### src/hw/rtl/ewtd_pkg.sv
`timescale 1ns / 1ps

package ewtd_pkg;

  localparam int QDepth = 4;
  localparam int PtrW = $clog2(QDepth);
  localparam int CntW = $clog2(QDepth + 1);
  localparam logic [CntW-1:0] QFullCount = CntW'(QDepth);

  localparam int MaxRes = 3;
  localparam int NumSlots = 6;

  localparam logic [7:0] CharUnder = 8'h5F;
  localparam logic [7:0] CharEq = 8'h3D;
  localparam logic [7:0] CharSpace = 8'h20;

  typedef enum logic [1:0] {
    EscIdle = 2'd0,
    EscEq = 2'd1,
    EscDigit = 2'd2
  } esc_phase_t;

  typedef struct packed {
    logic [1:0] cnt;
    logic has_byte;
    logic eow;
    logic [MaxRes-1:0][7:0] data;
  } bundle_t;

  function automatic logic [4:0] hex_value(input logic [7:0] c);
    logic [7:0] d;
    d = 8'h00;
    if (c inside {[8'h30:8'h39]}) begin
      d = c - 8'h30;
      return {1'b1, d[3:0]};
    end else if (c inside {[8'h61:8'h66]}) begin
      d = c - 8'h57;
      return {1'b1, d[3:0]};
    end else if (c inside {[8'h41:8'h46]}) begin
      d = c - 8'h37;
      return {1'b1, d[3:0]};
    end
    return 5'd0;
  endfunction

  function automatic logic [6:0] b64_value(input logic [7:0] c);
    logic [7:0] d;
    d = 8'h00;
    if (c inside {[8'h41:8'h5A]}) begin
      d = c - 8'h41;
      return {1'b1, d[5:0]};
    end else if (c inside {[8'h61:8'h7A]}) begin
      d = c - 8'h47;
      return {1'b1, d[5:0]};
    end else if (c inside {[8'h30:8'h39]}) begin
      d = c + 8'h04;
      return {1'b1, d[5:0]};
    end else if (c == 8'h2B) begin
      return {1'b1, 6'd62};
    end else if (c == 8'h2F) begin
      return {1'b1, 6'd63};
    end else if (c == CharEq) begin
      return {1'b1, 6'd0};
    end
    return 7'd0;
  endfunction

endpackage

### src/hw/rtl/ewtd_front.sv
`timescale 1ns / 1ps

module ewtd_front (
  input  logic              clk,
  input  logic              rst_n,
  input  logic              accept,
  input  logic              in_kind,
  input  logic [7:0]        in_char,
  input  logic              in_last_char,
  output ewtd_pkg::bundle_t bundle,
  output logic              bundle_vld
);

  ewtd_pkg::esc_phase_t esc_r, esc_nxt, q_ph;
  logic [7:0]  held_r, held_nxt, q_held;
  logic [17:0] acc_r, acc_nxt;
  logic [1:0]  cnt_r, cnt_nxt;
  logic [1:0]  pad_r, pad_nxt;

  logic [4:0]  hx;
  logic [4:0]  held_hx;
  logic [6:0]  bv;
  logic        run_plain;
  logic        pad_inc;
  logic [1:0]  pad_after;
  logic [23:0] grp;

  logic [ewtd_pkg::NumSlots-1:0]      slot_en;
  logic [ewtd_pkg::NumSlots-1:0][7:0] slot_val;
  logic [2:0] n;

  assign hx = ewtd_pkg::hex_value(in_char);
  assign held_hx = ewtd_pkg::hex_value(held_r);
  assign bv = ewtd_pkg::b64_value(in_char);
  assign grp = {acc_r, bv[5:0]};
  assign pad_inc = bv[6] && (in_char == ewtd_pkg::CharEq) && (cnt_r >= 2'd2) && (pad_r < 2'd2);
  assign pad_after = pad_r + {1'b0, pad_inc};

  always_comb begin
    slot_en = '0;
    slot_val = '0;
    run_plain = 1'b0;
    q_ph = ewtd_pkg::EscIdle;
    q_held = held_r;
    if (in_kind == 1'b0) begin
      case (esc_r)
        ewtd_pkg::EscEq: begin
          if (hx[4]) begin
            q_ph = ewtd_pkg::EscDigit;
            q_held = in_char;
          end else begin
            slot_en[0] = 1'b1;
            slot_val[0] = ewtd_pkg::CharEq;
            run_plain = 1'b1;
          end
        end
        ewtd_pkg::EscDigit: begin
          if (hx[4]) begin
            slot_en[2] = 1'b1;
            slot_val[2] = {held_hx[3:0], hx[3:0]};
          end else begin
            slot_en[0] = 1'b1;
            slot_val[0] = ewtd_pkg::CharEq;
            slot_en[1] = 1'b1;
            slot_val[1] = held_r;
            run_plain = 1'b1;
          end
        end
        default: begin
          run_plain = 1'b1;
        end
      endcase
      if (run_plain) begin
        if (in_char == ewtd_pkg::CharEq) begin
          q_ph = ewtd_pkg::EscEq;
        end else begin
          slot_en[3] = 1'b1;
          slot_val[3] = (in_char == ewtd_pkg::CharUnder) ? ewtd_pkg::CharSpace : in_char;
        end
      end
      if (in_last_char) begin
        if (q_ph != ewtd_pkg::EscIdle) begin
          slot_en[4] = 1'b1;
          slot_val[4] = ewtd_pkg::CharEq;
        end
        if (q_ph == ewtd_pkg::EscDigit) begin
          slot_en[5] = 1'b1;
          slot_val[5] = q_held;
        end
      end
    end else if (bv[6] && (cnt_r == 2'd3)) begin
      slot_en[0] = 1'b1;
      slot_val[0] = grp[23:16];
      slot_en[1] = (pad_after < 2'd2);
      slot_val[1] = grp[15:8];
      slot_en[2] = (pad_after == 2'd0);
      slot_val[2] = grp[7:0];
    end
  end

  always_comb begin
    n = 3'd0;
    bundle = '0;
    for (int k = 0; k < ewtd_pkg::NumSlots; k++) begin
      if (slot_en[k] && (n < 3'd3)) begin
        bundle.data[n[1:0]] = slot_val[k];
        n = n + 3'd1;
      end
    end
    bundle.eow = in_last_char;
    if (n == 3'd0) begin
      bundle.cnt = 2'd1;
      bundle.has_byte = 1'b0;
    end else begin
      bundle.cnt = n[1:0];
      bundle.has_byte = 1'b1;
    end
    bundle_vld = (n != 3'd0) || in_last_char;
  end

  always_comb begin
    esc_nxt = esc_r;
    held_nxt = held_r;
    acc_nxt = acc_r;
    cnt_nxt = cnt_r;
    pad_nxt = pad_r;
    if (in_last_char) begin
      esc_nxt = ewtd_pkg::EscIdle;
      held_nxt = 8'h00;
      acc_nxt = '0;
      cnt_nxt = 2'd0;
      pad_nxt = 2'd0;
    end else if (in_kind == 1'b0) begin
      esc_nxt = q_ph;
      held_nxt = q_held;
    end else if (bv[6]) begin
      if (cnt_r != 2'd3) begin
        acc_nxt = {acc_r[11:0], bv[5:0]};
        cnt_nxt = cnt_r + 2'd1;
        pad_nxt = pad_after;
      end else begin
        acc_nxt = '0;
        cnt_nxt = 2'd0;
        pad_nxt = 2'd0;
      end
    end
  end

  always_ff @(posedge clk) begin
    if (!rst_n) begin
      esc_r <= ewtd_pkg::EscIdle;
      held_r <= 8'h00;
      acc_r <= '0;
      cnt_r <= 2'd0;
      pad_r <= 2'd0;
    end else if (accept) begin
      esc_r <= esc_nxt;
      held_r <= held_nxt;
      acc_r <= acc_nxt;
      cnt_r <= cnt_nxt;
      pad_r <= pad_nxt;
    end
  end

endmodule

### src/hw/rtl/ewtd_queue.sv
`timescale 1ns / 1ps

module ewtd_queue (
  input  logic              clk,
  input  logic              rst_n,
  input  logic              wr_en,
  input  ewtd_pkg::bundle_t wr_data,
  input  logic              deq,
  output ewtd_pkg::bundle_t head,
  output logic              q_full,
  output logic              q_empty
);

  ewtd_pkg::bundle_t mem_r [ewtd_pkg::QDepth];
  logic [ewtd_pkg::PtrW-1:0] wr_ptr_r, rd_ptr_r;
  logic [ewtd_pkg::CntW-1:0] count_r, count_nxt;
  logic do_wr, do_rd;

  assign q_full = (count_r == ewtd_pkg::QFullCount);
  assign q_empty = (count_r == '0);
  assign do_wr = wr_en && !q_full;
  assign do_rd = deq && !q_empty;
  assign head = mem_r[rd_ptr_r];

  always_comb begin
    count_nxt = count_r;
    if (do_wr && !do_rd) begin
      count_nxt = count_r + 1'b1;
    end else if (do_rd && !do_wr) begin
      count_nxt = count_r - 1'b1;
    end
  end

  always_ff @(posedge clk) begin
    if (do_wr) begin
      mem_r[wr_ptr_r] <= wr_data;
    end
  end

  always_ff @(posedge clk) begin
    if (!rst_n) begin
      wr_ptr_r <= '0;
      rd_ptr_r <= '0;
      count_r <= '0;
    end else begin
      if (do_wr) begin
        wr_ptr_r <= wr_ptr_r + 1'b1;
      end
      if (do_rd) begin
        rd_ptr_r <= rd_ptr_r + 1'b1;
      end
      count_r <= count_nxt;
    end
  end

  a_count_bound: assert property (@(posedge clk) disable iff (!rst_n)
    count_r <= ewtd_pkg::QFullCount)
    else $error("Queue occupancy exceeds its depth.");

  a_count_inc: assert property (@(posedge clk) disable iff (!rst_n)
    (wr_en && !q_full && !(deq && !q_empty)) |=> (count_r == $past(count_r) + 1'b1))
    else $error("Queue occupancy did not grow on a lone write.");

  a_head_hold: assert property (@(posedge clk) disable iff (!rst_n)
    (!q_empty && !deq) |=> $stable(head))
    else $error("Queue head changed without a dequeue.");

endmodule

### src/hw/rtl/ewtd_back.sv
`timescale 1ns / 1ps

module ewtd_back (
  input  logic              clk,
  input  logic              rst_n,
  input  ewtd_pkg::bundle_t head,
  input  logic              q_empty,
  input  logic              pop,
  output logic              deq,
  output logic [7:0]        out_byte,
  output logic              out_has_byte,
  output logic              out_end_of_word
);

  logic [1:0] sel_r, sel_nxt;
  logic       last_sel;
  logic       take;

  assign last_sel = (sel_r == (head.cnt - 2'd1));
  assign take = pop && !q_empty;
  assign deq = take && last_sel;

  assign out_byte = head.data[sel_r];
  assign out_has_byte = head.has_byte;
  assign out_end_of_word = head.eow && last_sel;

  always_comb begin
    sel_nxt = sel_r;
    if (take) begin
      sel_nxt = last_sel ? 2'd0 : sel_r + 2'd1;
    end
  end

  always_ff @(posedge clk) begin
    if (!rst_n) begin
      sel_r <= 2'd0;
    end else begin
      sel_r <= sel_nxt;
    end
  end

endmodule

### src/hw/rtl/encoded_word_text_decoder.sv
`timescale 1ns / 1ps

// A character's result group enters the queue when the character is accepted and is shown once
// it reaches the queue head. Throughput: one character per cycle while the queue is not full;
// results leave at one per cycle while pop is high, so a character that yields two or three
// bytes holds the output for that many pops; a four-entry group queue lets the input run ahead.
// Reset is synchronous and active low; it clears the decode state and empties the queue.

module encoded_word_text_decoder (
  input  logic       clk,
  input  logic       rst_n,
  input  logic       push,
  output logic       full,
  input  logic       in_kind,
  input  logic [7:0] in_char,
  input  logic       in_last_char,
  output logic       empty,
  input  logic       pop,
  output logic [7:0] out_byte,
  output logic       out_has_byte,
  output logic       out_end_of_word
);

  ewtd_pkg::bundle_t bundle, head;
  logic bundle_vld;
  logic accept;
  logic q_full, q_empty;
  logic deq;

  assign full = q_full;
  assign empty = q_empty;
  assign accept = push && !q_full;

  ewtd_front u_front (
    .clk         (clk),
    .rst_n       (rst_n),
    .accept      (accept),
    .in_kind     (in_kind),
    .in_char     (in_char),
    .in_last_char(in_last_char),
    .bundle      (bundle),
    .bundle_vld  (bundle_vld)
  );

  ewtd_queue u_queue (
    .clk    (clk),
    .rst_n  (rst_n),
    .wr_en  (accept && bundle_vld),
    .wr_data(bundle),
    .deq    (deq),
    .head   (head),
    .q_full (q_full),
    .q_empty(q_empty)
  );

  ewtd_back u_back (
    .clk            (clk),
    .rst_n          (rst_n),
    .head           (head),
    .q_empty        (q_empty),
    .pop            (pop),
    .deq            (deq),
    .out_byte       (out_byte),
    .out_has_byte   (out_has_byte),
    .out_end_of_word(out_end_of_word)
  );

endmodule
### config.mk
export PLATFORM = sky130hd
export DESIGN_NAME = encoded_word_text_decoder
export DESIGN_NICKNAME = d
export VERILOG_FILES = /design/src/hw/rtl/ewtd_pkg.sv /design/src/hw/rtl/ewtd_front.sv /design/src/hw/rtl/ewtd_queue.sv /design/src/hw/rtl/ewtd_back.sv /design/src/hw/rtl/encoded_word_text_decoder.sv
export SDC_FILE = /design/constraint.sdc
export NUM_CORES = 1
export LEC_CHECK = 0
export BUFFER_PORTS_ARGS = -buffer_cell sky130_fd_sc_hd__clkbuf_2
export CELL_PAD_IN_SITES_DETAIL_PLACEMENT = 1
export CELL_PAD_IN_SITES_GLOBAL_PLACEMENT = 1
export CORE_ASPECT_RATIO = 1.2
export CORE_MARGIN = 3
export CORE_UTILIZATION = 55
export CTS_CLUSTER_DIAMETER = 200
export CTS_CLUSTER_SIZE = 12
export DETAILED_ROUTE_END_ITERATION = 8
export PLACE_DENSITY_LB_ADDON = 0.05
export SYNTH_ARGS = -nofsm -noshare
export SYNTH_HDL_FRONTEND = slang
export SYNTH_SLANG_ARGS = --single-unit
### constraint.sdc
create_clock -name clk -period 14 [get_ports clk]
set_input_delay 0.7 -clock clk [delete_from_list [all_inputs] [get_ports clk]]
set_output_delay 0.7 -clock clk [all_outputs]
set_load 0.02 [all_outputs]
==> results.toml <==
[power]
p_per_area_nw_per_um2 = 136
vdd_drop_max_mv = 0.0808
power_mw = 1.32
power_leakage_nw = 3.25

[finish]
stdcell_area_um2 = 9700
fin_util = 0.617
final_cells = 1021
final_layout_size_suffix_gt1_frac = 0.153
seq_area_um2 = 4230
syn_to_final_growth_pct = 9.37
mostFrequentLayoutCell = "edfxtp_1"
diodes = 0
final_cell_mix = "edfxtp_1 (112), nand2_1 (56), nor2_1 (44)"
multiInputGateArea_um2 = 4290
nNetsFinal = 852
fillCellCount = 1637

[logic_synthesis]
synth.avg_cell_area_um2 = 11.2
yosysTopAreaCellShare = 0.379
synth_cells = 791
yosys.area.top_type = "edfxtp_1"
synth-seq-area-share = 0.476
synth-seq-cells = 155
syn_nets = 843
synth_flop_cell = "edfxtp_1"
synthArstFlopShare = 0
synthesis.area_um2 = 8860
yosysUniqueCellTypes = 91
ys.warnings.count = 0
synthTopCellsByArea = "edfxtp_1 (38%), dfxtp_1 (9.7%), mux4_2 (7.1%), ha_1 (5.1%), nand2_1 (2.4%)"
synth_edf_count = 112

[setup_path]
cp.arrival_ns = 7.54
crit_required_ns = 14.22
critPathMaxFanout = 23
reg2reg_depth = 24
cpMostUsedCell = "inv_1"
startpoint_type = "input pin"
crit_chain = "clkbuf_2, inv_1, ha_1, a21oi_1, o2111ai_4, a21oi_2, o311a_1, a21o_1, inv_1, fa_1, or2_0, and2_1, o31ai_4, inv_1, ha_1, o21ai_2, inv_1, ha_1, o311ai_1, a21boi_2, nor3_1, a21oi_1"
r2r_slack_ns = 7.94
timing.rr.start = "u_front.cnt_r[0]$_SDFFE_PN0P_"
crit_buf_inv = 5
max_stage_delay_ns = 0.74
critPathTopFamily = "compound AO/OA/AOI/OAI gates"
path_class = "input pin to register"
slowest_stage = "o311a_1"
cp-end-kind = "register"
r2r-end = "u_queue.mem_r[3][3]$_DFFE_PP_"

[floorplanning]
ioPinCount = 26
rows = 50
core_um2 = 15700
start_util = 0.565
die_h_um = 145
die_area_um2 = 17700
die_w_um = 122

[global_route]
grt.total_usage = 0.346
grt_pass1_wl_um = 45700
antenna_found_initial = 0
gr-total-overflow = 0
grt_pass1_vias = 7329
grt_max_degree = 44

[outcome]
outcome = "finished clean"

[sta]
period_share = 0.523
setup_viol = 0
slew_viol_final = 0
grt_setup_unrepaired = "no"
tightest_slew_ns = 1.20
maxClockFrequency_mhz = 137
whs_ns = 0.476
finalSetupTns_ns = 0
min_period_ns = 7.32
setup_ws_ns = 6.68
clock_skew_ns = 0.0105
slew_headroom = 0.199
hold_viol_final = 0

[placed_design]
dp_hpwl_um = 19800
dpl_worst_slack_ns = 6.56
gp_congestion = 0.995
place_area_um2 = 9100
port_buffers = 25
placed_cells = 989

[clocking]
cts_tree = "built"
root_buffer = "clkbuf_16"
clk_latency_ns = 0.44
post_cts_resize_count = 0
postCtsSetupBuffers = 0
h-tree-depth = 4
path_clk_slew_ns = 0.07
postCtsHoldBufs = 0
clkSinkCount = 155
cts_buffers = 17
ctsLongestPathBuffers = 2

[run]
maxCapViolations = 0

[detailed_routing]
drt_iter0_markers = 730
drc = 0
dr.pass1.iters = 5
antenna_left = 0
vias_per_cell = 7.00
drt-total-wl_um = 30000
vias = 7145
wire_per_inst_um = 29.3

[worst_hold_path]
hold_start = "u_front.pad_r[0]$_SDFFE_PN0P_"
hold_path.class = "register to register"
worst_hold_path.endpoint = "u_front.pad_r[0]$_SDFFE_PN0P_"
min_path_cells = 2
cells by family after synthesis:
kind of cell,count (synthesis),synth area share
adder cells (fa/ha/maj),38,0.0553
AND/OR/NAND/NOR,258,0.151
XOR/XNOR,16,0.0158
multiplexers,43,0.0888
flip-flops,155,0.477
buffers and inverters,81,0.0395
AO/OA/AOI/OAI,200,0.173
registers in the layout (all words and copies together) (netlist names), named ones only:
| signal | count |
|---|---|
| u_front.held_r | 8 |
| u_back.sel_r | 2 |
| u_queue.count_r | 3 |
| u_front.acc_r | 18 |
| u_front.pad_r | 2 |
| u_queue.wr_ptr_r | 2 |
| u_queue.mem_r | 112 |
| u_queue.rd_ptr_r | 2 |
| u_front.esc_r | 2 |
| u_front.cnt_r | 2 |
layer usage:
metal	routed length, um	track usage	share of wire	up-vias
li1	-	-	-	3051
met1	10900	0.422	0.36	3528
met2	15300	0.587	0.51	458
met3	2170	0.0632	0.072	108
met4	1610	0.165	0.054	0
met5	0	0	0	-
cell usage after synthesis, drive strengths merged (15+ instances only):
cell type and n:
edfxtp 112, nand2 56, nor2 44, dfxtp 43, inv 40, a21oi 36, ha 36, nor3 34
nand3 31, mux4 28, o21ai 27, clkbuf 26, a21boi 24, o22ai 22, nor2b 20, a22oi 17
buf 15
layout make-up:
type | count | share of cell area
well taps | 208 | 0.0268
multi-input cells | 555 | 0.443
repair buffers | 31 | 0.0176
clock buffers | 17 | 0.0439
inverters | 40 | 0.0155
clock inverters | 15 | 0.0177
flip-flops and latches | 155 | 0.436
worst reg2reg max path: cells and delay by family (launching register included):
family	cells	cell delay [ns]
xor gates and xnor gates	1	0.34
DFF	1	0.38
adders and majority gates	5	1.61
and+or+nand+nor	8	1.41
buffers and inverters	4	0.39
AOI/OAI and AO/OA	6	1.72
worst max path at each step:
| stage | depth (start not counted) | slack, ns | startpoint | to |
|---|---|---|---|---|
| 4_1_cts | 22 | 6.86 | in_char[2] | u_queue.mem_r[1][5]$_DFFE_PP_ |
| 3_3_place_gp | 21 | 6.98 | in_char[2] | u_queue.mem_r[0][26]$_DFFE_PP_ |
| 6_report | 22 | 6.68 | in_char[2] | u_queue.mem_r[3][3]$_DFFE_PP_ |
| 5_1_grt | 22 | 6.24 | in_char[2] | u_queue.mem_r[1][5]$_DFFE_PP_ |
| 2_1_floorplan | 23 | 8.03 | in_char[2] | u_queue.mem_r[0][25]$_DFFE_PP_ |
| 3_5_place_dp | 22 | 6.56 | in_char[2] | u_queue.mem_r[0][11]$_DFFE_PP_ |
power by group:
part           internal, mW  total, mW  switching (mW)  leakage, nW
sequential            0.535      0.556          0.0215         1.41
clock                 0.241      0.469           0.228        0.293
combinational         0.109      0.298           0.189         1.55
total                 0.884       1.32           0.439         3.25
No activity file was read; power rests on OpenSTA's default activity.
